$ cat config.mk
export PLATFORM = sky130hd
export DESIGN_NAME = cfr_cell
export DESIGN_NICKNAME = d
export VERILOG_FILES = /design/src/hdl/cfr_pkg.sv /design/src/hdl/cfr_cell.sv
export SDC_FILE = /design/constraint.sdc
export NUM_CORES = 1
export LEC_CHECK = 0
export BUFFER_PORTS_ARGS = -buffer_cell sky130_fd_sc_hd__clkbuf_2
export CAP_MARGIN = 30
export CORE_MARGIN = 2
export CORE_UTILIZATION = 40
export DETAILED_ROUTE_END_ITERATION = 8
export PLACE_DENSITY = 0.81
export SYNTH_ARGS = -nofsm -noshare
export SYNTH_HDL_FRONTEND = slang
export SYNTH_SLANG_ARGS = --single-unit
export TNS_END_PERCENT = 1
$ cat constraint.sdc
create_clock -name clk -period 0.9 [get_ports clk]
set_input_delay 0.09 -clock clk [delete_from_list [all_inputs] [get_ports clk]]
set_output_delay 0.09 -clock clk [all_outputs]
set_load 0.01 [all_outputs]
$ cat src/hdl/cfr_pkg.sv
`timescale 1ns / 1ps
// ----------------------------------------------------------------------------
// cfr_pkg
// Shared types and constants of the complex decimating FIR core.
// ----------------------------------------------------------------------------
package cfr_pkg;

  localparam int NUM_TAPS_DEF   = 96;
  localparam int DECIMATION_DEF = 8;

  localparam int SAMPLE_W   = 16;
  localparam int TAP_IDX_W  = 7;
  localparam int PROD_W     = 2 * SAMPLE_W;
  localparam int FRAC_BITS  = 15;
  localparam int IN_DATA_W  = 56;
  localparam int OUT_DATA_W = 32;

  localparam logic CMD_SAMPLE = 1'b0;
  localparam logic CMD_TAP    = 1'b1;

  typedef enum logic [1:0] {
    ST_IDLE,
    ST_RUN,
    ST_FLUSH,
    ST_DONE
  } state_t;

  // one tap of the delay line together with its coefficient
  typedef struct packed {
    logic signed [SAMPLE_W-1:0] coef;
    logic signed [SAMPLE_W-1:0] hist_i;
    logic signed [SAMPLE_W-1:0] hist_q;
  } cell_t;

  typedef struct packed {
    logic clear;
    logic prod_en;
    logic acc_en;
  } mac_ctrl_t;

endpackage

$ cat src/hdl/cfr_cell.sv
`timescale 1ns / 1ps
// ----------------------------------------------------------------------------
// cfr_cell
// One tap cell: holds a coefficient and an I/Q history sample. Shifts the
// history on a new sample, rotates the whole entry around the ring during a
// dot product, and takes a coefficient write.
// ----------------------------------------------------------------------------
module cfr_cell (
  input  logic                                clk,
  input  logic                                rst,
  input  logic                                shift,
  input  logic                                rotate,
  input  logic                                we,
  input  logic signed [cfr_pkg::SAMPLE_W-1:0] tap_value,
  input  cfr_pkg::cell_t                      din,
  output cfr_pkg::cell_t                      dout
);
  import cfr_pkg::*;

  cell_t entry;

  always_ff @(posedge clk) begin
    if (rst) begin
      entry <= '0;
    end else if (rotate) begin
      entry <= din;
    end else begin
      if (shift) begin
        entry.hist_i <= din.hist_i;
        entry.hist_q <= din.hist_q;
      end
      if (we) begin
        entry.coef <= tap_value;
      end
    end
  end

  assign dout = entry;

endmodule

== After elaboration in Yosys (flattened, before gate mapping) ==
Index checks and enable logic that the tools add are counted.
W data, S select, Z words.

* Register bits after elaboration: 48
* Input port bits: 69
* Output and inout bits: 48
* Logic and storage cells: 8

* Mux-type cells: 3
* Reductions and logical operators: 2

{| class="wikitable"
|+ Operators by type and width
! kind !! count
|-
| $mux W48 || 1
|-
| $mux W32 || 1
|-
| $mux W16 || 1
|-
| $reduce_bool A2 Y1 || 2
|}

== Depth between registers and ports, before layout ==
Gate-level depths: netlist of the first run.

* Word-level depth: 2
* Mapped depth: 4
* Depth with buffers taken out: 2

== Least setup slack after synthesis of the first run ==
OpenSTA, ideal clock, no wires.

* Path kind: register to register
* From: register dout[15] (netlist name)
* To: register entry (netlist bit dout[15])
* Library setup time: 0.070 ns
* Data arrival time: 0.795 ns
* Data required time: 0.830 ns
* Setup slack: 0.035 ns
* Cell stages (with the launch flop): 3
* Path buffers: 0
* Period minus slack after synthesis: 0.865 ns
* Path through: dfxtp_1 > or3b_1 > a21oi_1

{| class="wikitable"
|+ RTL lines
! element !! RTL line !! source
|-
| to (signal assigned) || cfr_cell.sv:26 || <nowiki>entry <= din;</nowiki>
|-
| to (decl) || cfr_cell.sv:20 || <nowiki>cell_t entry;</nowiki>
|}

==> impl_metrics.toml, run 1 <==
[outcome]
outcome = "finished clean"

[final_layout]
instances_no_fill = 395
largest_reg_flops = 48
diodes = 0
fill_cells = 482
area_growth_pct = 38.4
nNetsFinal = 393
drive_above_1_share_pct = 52.6
multi_input_area_um2 = 1020
seq_area_um2 = 997
utilization_pct = 57.2

[clocking]
insertion_delay_ps = 290
clkTransAtPathRegs_ps = 80
htree_levels = 2
cts_hold_buf = 0
cts_buffers = 5
clock-sinks = 48
cts_setup_buffers = 0
clockBufferDepth = 2
cts_tree = "built"
ctsRootBufferMaster = "clkbuf_8"

[yosys]
yosys_warnings = 0
synth-seq-cells = 48
synth_area_leader_cell = "dfxtp_1"
ys_seq_area_share_pct = 45.8
syn_nets = 286
postSynthCellCount = 217
synth.distinct_cells = 14
avgSynthCellArea_um2 = 9.67
yosys.area.top_type_share_pct = 45.8
synth_area_leaders = "dfxtp_1 (46%), or3b_1 (13%), a21oi_1 (7.6%), mux2i_1 (7.6%), o21ai_0 (7.6%)"
syn_area_um2 = 2100

[power]
leakagePower_nw = 1.30
irDropWorstVdd_v = 0.000558
p_per_area_nw_per_um2 = 1530

[sta]
report.final.slew_viol_count = 0
hold_ws_ps = 28.9
tightest_slew_ps = 517
rsz0062_at_grt = "yes"
max_freq_mhz = 1130
setup_violations = 0
slew-limit-headroom_pct = 65.5
min_period_over_period_pct = 97.9
clock-skew-final_ps = 0
final.min_clock_period_ps = 881
timing.final.hold_violations = 0

[route]
routed-wl-met3_um = 311
wl_met2_um = 2200
routed_via_density = 4.95
drc = 0
drt_iter0_markers = 78
met1_length_um = 2350
finalWirelength_um = 4910
drt-pass1-iter-count = 4
drtAntennaViolNets = 0
highest_layer = "met4"
wire_per_inst_um = 12.4
vias = 1954

[floorplan]
num_rows = 26
io_pins = 117
dieArea_um2 = 5840
coreArea_um2 = 5070
dieWidth_um = 76.4
die_h_um = 76.4
start_util_pct = 41.3

[worst_setup_path]
crit_buf_inv = 0
cp.depth = 2
cpPeakStageDelay_ps = 360
worstPathRequired_ps = 1130
crit_chain = "or3b_1, a21oi_2"
reg2reg_setup_slack_ps = 20
r2r_end = "dout[2]"
end_kind = "register"
crit_family = "simple AND/OR/NAND/NOR gates"
arrival_ps = 1110
crit_type = "register to register"
critPathMaxFanout = 2
r2r_cells = 2
start_kind = "register"
crit_end = "dout[2]"
cp_slowest_cell = "or3b_1"
rr_startpoint = "dout[2]"
crit_start = "dout[2]"

[global_routing]
track_usage_pct = 16.8
grt_overflow = 0
grt_pass1_vias = 1768
grt_pass1_wl_um = 8200
antenna_found_initial = 0
grt_start_max_net_pins = 61

[min_path]
hold_path.class = "input port to register"
min_from = "din[16]"

[flow_run]
cap_violations = 0

[place]
dpl.hpwl_um = 3340
port_buffers = 116
placed_cells = 387
gp_congestion = 0.705
[worst register-to-register path, stage by stage (launching register included)]
cell and delay (ps):
dfxtp_2 340, or3b_1 360, a21oi_2 120
[cell type report]
cell class	instances	share of cell area (%)
multi-input cells	144	35.2
flip-flops and latches	48	34.3
repair buffers	124	24.2
clock buffers	8	3.10
well taps	70	3.02
inverters	1	0.129
[cells by family (layout without fill, tap and decap cells)]
family / count (synthesis) / in the layout / synth area share [%]
simple gates: 48 / 48 / 18.1
flops: 48 / 48 / 45.8
buf+inv: 25 / 133 / 7.45
compound gates: 80 / 80 / 21.0
mux: 16 / 16 / 7.63
[cell usage after synthesis, drive strengths merged]
cell / instances
dfxtp: 48
a21oi: 32
o21ai: 32
or3b: 32
a211oi: 16
mux2i: 16
nor2b: 16
buf: 12
clkbuf: 12
inv: 1
[cell usage in the layout, fill, tap and decap left out]
cell | Yosys | final
a211oi_1 | 16 | 16
a21oi_1 | 32 | 23
a21oi_2 | 0 | 9
buf_12 | 0 | 5
buf_4 | 1 | 3
clkbuf_1 | 9 | 2
clkbuf_2 | 3 | 116
clkbuf_8 | 0 | 6
dfxtp_1 | 48 | 19
dfxtp_2 | 0 | 29
inv_1 | 1 | 1
mux2i_1 | 16 | 16
nor2b_1 | 16 | 16
o21ai_0 | 32 | 32
or3b_1 | 32 | 29
or3b_4 | 0 | 3
[power by group]
| group | switching, W | internal (W) |
|---|---|---|
| logic | 0.000394 | 0.000406 |
| registers | 0.0000694 | 0.00228 |
| clock network | 0.000654 | 0.000627 |
[how the worst min path moves through the flow]
stage / endpoint / slack [ps] / cells past startpoint
6_report: dout[16] / 30 / 3
3_5_place_dp: dout[16] / 340 / 3
3_3_place_gp: dout[10] / 340 / 3
2_1_floorplan: dout[0] / 250 / 2
4_1_cts: dout[16] / 20 / 3
5_1_grt: dout[19] / 20 / 3
[metal layers]
metal	vias to the layer above	GRT usage (%)
met3	6	4.38
met2	72	27.1
li1	997	-
met5	-	0
met1	879	22.3
met4	0	4.36
[metrics by stage]
step	TNS (ps)	instance area, um2	total power [W]	worst slack [ps]
after global placement	-2190	2740	0.00315	-72.6
after CTS	0	2830	0.00446	1.98
after floorplan	0	2100	0.00281	34.6
after detailed placement	-3200	2740	0.00316	-103
final	0	2900	0.00443	18.8
after global routing	-171	2900	0.00470	-23.0
[repair_timing]
| action | CTS | global route |
|---|---|---|
| gates resized for setup | 3 | 38 |
| endpoints found under the hold margin | 0 | 0 |
| setup endpoints to repair | 3 | 39 |
| gates cloned | 0 | 0 |
(Power assumes the default switching activity.)
==> run 2, diff against run 1 <==
--- a/config.mk
+++ b/config.mk
@@ -11,6 +11,7 @@
 export CORE_UTILIZATION = 40
 export DETAILED_ROUTE_END_ITERATION = 8
 export PLACE_DENSITY = 0.81
+export RECOVER_POWER = 25
 export SYNTH_ARGS = -nofsm -noshare
 export SYNTH_HDL_FRONTEND = slang
 export SYNTH_SLANG_ARGS = --single-unit
==> impl_metrics.toml, run 2 (same netlist as run 1, synthesis figures left out) <==
[route]
drtAntennaViolNets = 0
vias = 1954
routed_via_density = 4.95
drt-pass1-iter-count = 4
drt_iter0_markers = 78
wire_per_inst_um = 12.4
drc = 0
finalWirelength_um = 4910

[sta]
timing.final.hold_violations = 0
clock-skew-final_ps = 0
slew-limit-headroom_pct = 65.5
rsz0062_at_grt = "yes"
tightest_slew_ps = 517
setup_violations = 0
max_freq_mhz = 1130
min_period_over_period_pct = 97.9
report.final.slew_viol_count = 0
final.min_clock_period_ps = 881

[worst_setup_path]
start_kind = "register"
crit_chain = "or3b_1, a21oi_2"
crit_family = "simple AND/OR/NAND/NOR gates"
worstPathRequired_ps = 1130
critPathMaxFanout = 2
end_kind = "register"
arrival_ps = 1110
crit_type = "register to register"
cp_slowest_cell = "or3b_1"
crit_buf_inv = 0
reg2reg_setup_slack_ps = 20
cpPeakStageDelay_ps = 360

[final_layout]
post-route-cell-area_um2 = 2900
largest_reg_flops = 48
layout_common_cells = "clkbuf_2 (116), o21ai_0 (32), or3b_1 (29)"
layout_commonest_cell = "clkbuf_2"
drive_above_1_share_pct = 51.1
instances_no_fill = 395
seq_area_um2 = 991
multi_input_area_um2 = 1020
area_growth_pct = 38.1
fill_cells = 486
diodes = 0
nNetsFinal = 393

[floorplan]
num_rows = 26
coreArea_um2 = 5070
start_util_pct = 41.3
dieWidth_um = 76.4
dieArea_um2 = 5840
die_h_um = 76.4
io_pins = 117

[power]
irDropWorstVdd_v = 0.000558
p_per_area_nw_per_um2 = 1530
leakagePower_nw = 1.30
p_total_w = 0.00443

[place]
port_buffers = 116
placed_area_um2 = 2740
placed_cells = 387
gp_congestion = 0.705
dpl.hpwl_um = 3340

[global_routing]
track_usage_pct = 16.8
grt_pass1_vias = 1768
antenna_found_initial = 0
grt_overflow = 0
grt_pass1_wl_um = 8200
grt_start_max_net_pins = 61

[clocking]
insertion_delay_ps = 290
ctsRootBufferMaster = "clkbuf_8"
cts_buffers = 5
cts_tree = "built"
cts_setup_buffers = 0
clockBufferDepth = 2
clock-sinks = 48
clkTransAtPathRegs_ps = 80
htree_levels = 2

[flow_run]
cap_violations = 0

[outcome]
outcome = "finished clean"

[min_path]
hold_path.class = "input port to register"
[run 2: cell count changes in the layout (fill, tap and decap cells not counted)]
cell,before,now
dfxtp_2,29,24
dfxtp_1,19,24
[run 2: where the power goes]
group          switching [W]  leakage [nW]  internal (W)
clock network       0.000654        0.0455      0.000627
logic               0.000394         0.846      0.000406
registers          0.0000694         0.406       0.00228
total                0.00112          1.30       0.00331
[run 2: cell type report]
cell class | count | share of cell area [%]
multi-input cells | 144 | 35.3
flip-flops and latches | 48 | 34.2
repair buffers | 124 | 24.3
clock buffers | 8 | 3.11
well taps | 70 | 3.02
inverters | 1 | 0.130
[run 2: path summary, 6_finish.rpt]
check | from | endpoint | depth (start not counted)
worst max-delay path | dout[2] | dout[2] | 2
worst min-delay path | din[16] | dout[16] | 3
worst max register to register | dout[2] | dout[2] | 2
worst min register to register | dout[6] | dout[6] | 2
[run 2: per-stage QoR]
step	setup slack, ps	setup TNS, ps	hold slack [ps]	utilization, %
floorplan	34.6	0	251	-
global placement	-72.6	-2190	336	53.9
detailed placement	-103	-3200	340	53.9
CTS	1.98	0	19.4	55.8
global route	-23.0	-204	18.8	57.1
finish	18.8	0	28.9	57.1
[run 2: metal layers]
metal  global-route usage, %  up-vias  part of all wire (%)
met3                    4.38        6                   6.3
met5                       0        -                     0
li1                        -      997                     -
met1                    22.3      879                    48
met2                    27.1       72                    45
met4                    4.36        0                  0.92
[run 2: worst reg2reg max path, cell delays in order, from the launching register on]
cell and delay (ps):
dfxtp_2 340, or3b_1 360, a21oi_2 120
[run 2: repair_timing]
action,4_1_cts,5_1_grt
resized for setup,3,38
hold buffers,0,0
endpoints found under the setup margin,3,39
