==> config.mk <==
export PLATFORM = sky130hd
export DESIGN_NAME = cfr_mac
export DESIGN_NICKNAME = d
export VERILOG_FILES = /design/src/hdl/cfr_pkg.sv /design/src/hdl/cfr_mac.sv
export SDC_FILE = /design/constraint.sdc
export NUM_CORES = 2
export LEC_CHECK = 0
export CORE_ASPECT_RATIO = 1.1
export CORE_UTILIZATION = 50
export CTS_CLUSTER_DIAMETER = 50
export CTS_CLUSTER_SIZE = 8
export DETAILED_ROUTE_END_ITERATION = 12
export DONT_BUFFER_PORTS = 1
export GPL_TIMING_DRIVEN = 0
export PLACE_DENSITY = 0.64
export SYNTH_ARGS = -nofsm -noshare
export SYNTH_HDL_FRONTEND = slang
export SYNTH_SLANG_ARGS = --single-unit
==> constraint.sdc <==
create_clock -name clk -period 8.75 [get_ports clk]
set_input_delay 0.875 -clock clk [delete_from_list [all_inputs] [get_ports clk]]
set_output_delay 0.875 -clock clk [all_outputs]
set_load 0.03 [all_outputs]
==> src/hdl/cfr_pkg.sv <==
`timescale 1ns / 1ps
// ----------------------------------------------------------------------------
// cfr_pkg
// Shared types and constants of the complex decimating FIR core.
// ----------------------------------------------------------------------------
package cfr_pkg;

  localparam int NUM_TAPS_DEF   = 96;
  localparam int DECIMATION_DEF = 8;

  localparam int SAMPLE_W   = 16;
  localparam int TAP_IDX_W  = 7;
  localparam int PROD_W     = 2 * SAMPLE_W;
  localparam int FRAC_BITS  = 15;
  localparam int IN_DATA_W  = 56;
  localparam int OUT_DATA_W = 32;

  localparam logic CMD_SAMPLE = 1'b0;
  localparam logic CMD_TAP    = 1'b1;

  typedef enum logic [1:0] {
    ST_IDLE,
    ST_RUN,
    ST_FLUSH,
    ST_DONE
  } state_t;

  // one tap of the delay line together with its coefficient
  typedef struct packed {
    logic signed [SAMPLE_W-1:0] coef;
    logic signed [SAMPLE_W-1:0] hist_i;
    logic signed [SAMPLE_W-1:0] hist_q;
  } cell_t;

  typedef struct packed {
    logic clear;
    logic prod_en;
    logic acc_en;
  } mac_ctrl_t;

endpackage

==> src/hdl/cfr_mac.sv <==
`timescale 1ns / 1ps
// ----------------------------------------------------------------------------
// cfr_mac
// Shared I/Q multiply-accumulate at the end of the cell ring, with
// round-half-even scaling by 2^-15 and 16-bit wrap.
// ----------------------------------------------------------------------------
module cfr_mac #(
  parameter int NUM_TAPS = cfr_pkg::NUM_TAPS_DEF
) (
  input  logic                                clk,
  input  cfr_pkg::mac_ctrl_t                  ctrl,
  input  cfr_pkg::cell_t                      tap,
  output logic signed [cfr_pkg::SAMPLE_W-1:0] res_i,
  output logic signed [cfr_pkg::SAMPLE_W-1:0] res_q
);
  import cfr_pkg::*;

  localparam int ACC_W = PROD_W + $clog2(NUM_TAPS) + 1;

  logic signed [PROD_W-1:0] prod_i;
  logic signed [PROD_W-1:0] prod_q;
  logic signed [ACC_W-1:0]  acc_i;
  logic signed [ACC_W-1:0]  acc_q;

  always_ff @(posedge clk) begin
    if (ctrl.prod_en) begin
      prod_i <= tap.coef * tap.hist_i;
      prod_q <= tap.coef * tap.hist_q;
    end
  end

  always_ff @(posedge clk) begin
    if (ctrl.clear) begin
      acc_i <= '0;
      acc_q <= '0;
    end else if (ctrl.acc_en) begin
      acc_i <= acc_i + ACC_W'(prod_i);
      acc_q <= acc_q + ACC_W'(prod_q);
    end
  end

  function automatic logic [SAMPLE_W-1:0] round_wrap(input logic signed [ACC_W-1:0] acc);
    logic [SAMPLE_W-1:0]  q;
    logic [FRAC_BITS-1:0] rem;
    logic [FRAC_BITS-1:0] half;
    logic                 up;
    q    = acc[FRAC_BITS +: SAMPLE_W];
    rem  = acc[FRAC_BITS-1:0];
    half = FRAC_BITS'(1) << (FRAC_BITS - 1);
    up   = (rem > half) || ((rem == half) && q[0]);
    return q + SAMPLE_W'(up);
  endfunction

  assign res_i = round_wrap(acc_i);
  assign res_q = round_wrap(acc_q);

endmodule

[Yosys cells after proc, flatten, opt, wreduce, memory -nomap -nowiden]
Index checks and enable logic that the tools add are counted.
Word-level totals
  RAM bits: 0
  bits in read-only memories: 0
  memories: 0
  output and inout port bits: 32
  bits of input ports: 52
  bits in registers: 144
  bits in latches: 0
  word-level logic and storage cells: 18
Cells by class
  multiply operators: 2
  equality and inequality tests: 2
  $lt $le $gt $ge: 2
  divide/modulo/power cells: 0
  bitwise gates (word level): 0
  $add $sub $neg: 4
  reductions and logical operators: 4
  multiplexer cells: 0
  shifts and indexed selects: 0
Operator list (number)
  $add 40x32->40: 2
  $mul 16x16->32: 2
  $add 16x1->16: 2
  $eq 15x15->1 const B: 2
  $gt 15x15->1 const B: 2
  $logic_and 1x1->1: 2
  $logic_or 1x1->1: 2

[Depth between registers and ports, before layout]
  depth in word-level cells: 4
  depth in mapped cells: 26
  gate-level depth less buffers: 24

[Least setup slack after synthesis]
Ideal clock, no wire load.
  path type: in2reg
  from: input port tap[47] (netlist bit)
  to: register prod_i[30] (data pin)
  arrival: 6.529 ns
  stages: 22
  path slack: 1.962 ns
  data required time: 8.490 ns
  setup time: 0.260 ns
  buffers on the path: 2
  cell sequence: clkbuf_1 > clkbuf_1 > nand2_1 > inv_1 > fa_1 > inv_1 > fa_1 > inv_1 > fa_1 > fa_1 > fa_1 > fa_1 > ha_1 > a21o_1 > a21o_1 > a21o_1 > a21o_1 > a211oi_1 > o21ai_2 > a21o_1 > a21oi_2 > xnor2_1
On the way
  longest elaborated chain between the ends: 1
Ends and longest elaborated chain
  from (decl): RTL line cfr_mac.sv:12  | input cfr_pkg::cell_t tap,
  $mul 16x16->32: RTL line cfr_mac.sv:27  | prod_i <= tap.coef * tap.hist_i;
  to (signal assigned): RTL line cfr_mac.sv:27
  to (decl): RTL line cfr_mac.sv:20  | logic signed [PROD_W-1:0] prod_i;
Every way passes these cells.
A chain may end at the register's enable or synchronous reset.

[Final worst setup path]
Same ends and word-level chain as after synthesis.

==> parameters.txt <==
Parameter                              Value

Outcome
  Outcome    finished clean

Timing
  Setup-violating endpoint count in the final report    0
  Number of max-slew violations in the final report    0
  F_max    0.137 GHz
  Hold slack    0.508 ns
  Pin slew with the least headroom to its limit    0.993 ns
  Post-Route Setup TNS    0 ns
  Final Critical Period    7.30 ns
  Max-slew headroom    0.338
  Total count of hold-check failures in the final report    0
  Skew final    0.0137 ns
  Period utilisation layout    0.834
  Setup repair after global routing missed its margin    false

Final layout
  Final core area utilization    0.536
  Area occupied by multi-input gates    0.0210 sq mm
  Area grow syn2layout    5.49%
  Count of nets after finishing    3687
  Share of post-route cells with drive strength above 1    0.0165
  FILL cells    4842
  Area taken by flip-flops and latches    0.00310 sq mm

Floorplan
  DIE HEIGHT    244 um
  Overall die area    0.0543 sq mm
  Core Rows    88
  Starting density of the core    0.508
  Placeable Area    0.0525 sq mm
  Die width    222 um
  Num ports    84

Worst setup path
  WP data required    8.98 ns
  Worst EP arrival    7.53 ns
  Critical Setup Path Class    in2reg
  Critical path peak fanout    10
  Category of the worst setup path launch point    primary input
  Endpoint kind of the worst setup timing path    flop

Placement
  Number of port buffers    0
  Final weighted congestion in routability-driven placement    0.924
  Detailed placer's ending HPWL    58500 um

Clock network
  Clock tree from TritonCTS    built
  Worst-Skew Late Latency    0.45 ns
  Cts bufs inserted    17
  Clock sink total    124
  Bufs on Longest Clock Path    2
  Depth of the CTS H-tree    4
  Cells resized by post-CTS repair    0
  Clock edge transition at the registers on the reported setup and hold paths    0.06 ns
  Count of buffers added by post-CTS timing repair for setup    0
  Number of hold buffers added after cts    0
  Clk Tree Root Cell    sky130_fd_sc_hd__clkbuf_16

GRT
  Global routing usage summed across all routing layers    0.274
  Vias in the first global route    21200
  Number of antenna violations at the first check in global routing    3
  Pin count of the biggest net entering global routing    63
  Global-route wire length before repair    114000 um
  Global route overflow    0

Synthesis
  Synthesis warning total    0
  Fraction of the yosys area taken by sequential cells    0.116
  Number of flip-flops and latches in the synthesized netlist    124
  Avg Cell Area, Syn    9.26 sq um
  Leading register cell type out of synthesis    sky130_fd_sc_hd__edfxtp_1
  Synthesized netlist net count    3668
  EDFF count, synth    62
  Cell count after synthesis    2880
  Distinct cell type count after synthesis    80
  FFs w/ async S/R, synth    0
  Mapped Area    0.0267 sq mm

Detailed routing
  Iteration count of the initial detailed-routing pass    7
  DRC violations left    0
  Post-route ant nets    0
  Via count    20000
  Wirelength, routed    70600 um
  Number of DRC markers after the initial detailed-route iteration    1406
  Via-to-Cell Ratio    5.57
  Wire length per cell    19.7 um

Hold path
  Type of the most critical hold path    reg2reg

Run
  Maximum capacitance violations    0
-- path summary, 6_finish.rpt --
path	to	slack (ns)	startpoint	depth (start not counted)
hold reg to reg	acc_i[4]	0.51	acc_i[4]	2
setup reg to reg	acc_q[28]	5.54	acc_q[0]	12
hold / removal	acc_i[4]	0.51	acc_i[4]	2
setup / recovery	prod_i[30]	1.45	tap[47]	22
-- sequential cells by signal, summed over array words and instances, names as in the netlist --
register,cells
acc_i,31
acc_q,31
prod_i,31
prod_q,31
-- worst max-delay path, stage by stage --
cell and delay (ns):
sky130_fd_sc_hd__clkbuf_1 0.21, sky130_fd_sc_hd__clkbuf_1 0.57, sky130_fd_sc_hd__nand2_1 0.21, sky130_fd_sc_hd__inv_1 0.17
sky130_fd_sc_hd__fa_1 0.57, sky130_fd_sc_hd__inv_1 0.14, sky130_fd_sc_hd__fa_1 0.47, sky130_fd_sc_hd__inv_1 0.29
sky130_fd_sc_hd__fa_1 0.50, sky130_fd_sc_hd__fa_1 0.57, sky130_fd_sc_hd__fa_1 0.42, sky130_fd_sc_hd__fa_1 0.45
sky130_fd_sc_hd__ha_1 0.37, sky130_fd_sc_hd__a21o_1 0.18, sky130_fd_sc_hd__a21o_1 0.17, sky130_fd_sc_hd__a21o_1 0.19
sky130_fd_sc_hd__a21o_1 0.18, sky130_fd_sc_hd__a211oi_1 0.30, sky130_fd_sc_hd__o21ai_2 0.13, sky130_fd_sc_hd__a21o_1 0.20
sky130_fd_sc_hd__a21oi_2 0.14, sky130_fd_sc_hd__xnor2_1 0.22
-- placed cells by master (no fill, tap or decap), types with 5 or more instances in the layout --
master / count
sky130_fd_sc_hd__and3_1: 9
sky130_fd_sc_hd__nand3_1: 23
sky130_fd_sc_hd__nand4_1: 10
sky130_fd_sc_hd__ha_1: 222
sky130_fd_sc_hd__and2_1: 232
sky130_fd_sc_hd__inv_1: 590
sky130_fd_sc_hd__nor4_1: 6
sky130_fd_sc_hd__nor2b_1: 12
sky130_fd_sc_hd__a21o_1: 56
sky130_fd_sc_hd__clkbuf_16: 20
sky130_fd_sc_hd__nor2_1: 140
sky130_fd_sc_hd__o21ai_1: 19
sky130_fd_sc_hd__a211oi_1: 9
sky130_fd_sc_hd__nand2b_1: 29
sky130_fd_sc_hd__a31oi_1: 14
sky130_fd_sc_hd__mux2i_1: 39
sky130_fd_sc_hd__fa_1: 514
sky130_fd_sc_hd__xnor2_1: 116
sky130_fd_sc_hd__dfxtp_1: 62
sky130_fd_sc_hd__a41oi_1: 5
sky130_fd_sc_hd__o21bai_1: 14
sky130_fd_sc_hd__o21a_1: 20
sky130_fd_sc_hd__o211ai_1: 8
sky130_fd_sc_hd__edfxtp_1: 62
sky130_fd_sc_hd__o22ai_1: 9
sky130_fd_sc_hd__o21ai_0: 30
sky130_fd_sc_hd__nand2_1: 323
sky130_fd_sc_hd__xor2_1: 39
sky130_fd_sc_hd__clkbuf_1: 103
sky130_fd_sc_hd__a21oi_1: 70
sky130_fd_sc_hd__nor3_1: 16
sky130_fd_sc_hd__or3_1: 11
-- cell families (layout without fill, tap and decap cells) --
| family | after synthesis | count (layout) | synth area share |
|---|---|---|---|
| multiplexers | 42 | 42 | 0.0159 |
| other | 0 | 3 | 0 |
| AO/OA/AOI/OAI | 302 | 302 | 0.0787 |
| XOR/XNOR | 155 | 155 | 0.0509 |
| flip-flops | 124 | 124 | 0.116 |
| buffers and inverters | 692 | 724 | 0.0976 |
| adder cells (fa/ha/maj) | 736 | 736 | 0.490 |
| AND/OR/NAND/NOR | 829 | 829 | 0.151 |
-- cell type report --
class | count | share of cell area
Tap cell | 675 | 0.0300
Antenna cell | 3 | 0.000267
Multi-Input combinational cell | 2064 | 0.745
Clock inverter | 4 | 0.00254
Clock buffer | 28 | 0.0192
Inverter | 591 | 0.0789
Buffer | 101 | 0.0137
Sequential cell | 124 | 0.110
-- Yosys cell counts, drive strengths merged, types with 4 or more instances --
| cell | number | area (sq um) |
|---|---|---|
| buf | 5 | 23.8 |
| mux2i | 39 | 390 |
| a211oi | 12 | 113 |
| and3 | 9 | 56.3 |
| xor2 | 39 | 342 |
| ha | 222 | 2780 |
| nand3 | 23 | 115 |
| nand2 | 323 | 1210 |
| inv | 591 | 2220 |
| dfxtp | 62 | 1240 |
| xnor2 | 116 | 1020 |
| nor2 | 141 | 532 |
| nand2b | 29 | 181 |
| edfxtp | 62 | 1860 |
| or3 | 11 | 68.8 |
| nor4 | 6 | 37.5 |
| a21o | 56 | 420 |
| o21ai | 51 | 263 |
| o21bai | 15 | 116 |
| a31oi | 15 | 100 |
| clkbuf | 96 | 360 |
| and2 | 232 | 1450 |
| a41oi | 6 | 60.1 |
| fa | 514 | 10300 |
| o21a | 20 | 150 |
| o211ai | 9 | 72.6 |
| o31ai | 4 | 35.0 |
| nor3 | 16 | 80.1 |
| nor2b | 12 | 75.1 |
| a21oi | 73 | 377 |
| o22ai | 9 | 56.3 |
| nand4 | 10 | 62.6 |
-- per-stage QoR --
step,setup slack (ns),cell area (sq um),std cells
after floorplan,1.96,26700,2880
after global placement,1.14,27500,3555
after detailed placement,1.01,27500,3555
after CTS,1.46,28100,3587
after global routing,1.13,28100,3588
final,1.45,28100,3590
-- layer usage --
| layer | track usage | wire (um) | vias to the layer above |
|---|---|---|---|
| li1 | - | - | 8920 |
| met1 | 0.368 | 29600 | 10300 |
| met2 | 0.460 | 34000 | 679 |
| met3 | 0.0416 | 5230 | 93 |
| met4 | 0.0795 | 1710 | 0 |
| met5 | 0 | 0 | - |
Power is left out: the tool's default activity adds up to more than one toggle a clock period on the data nets, which glitch-free logic cannot reach.
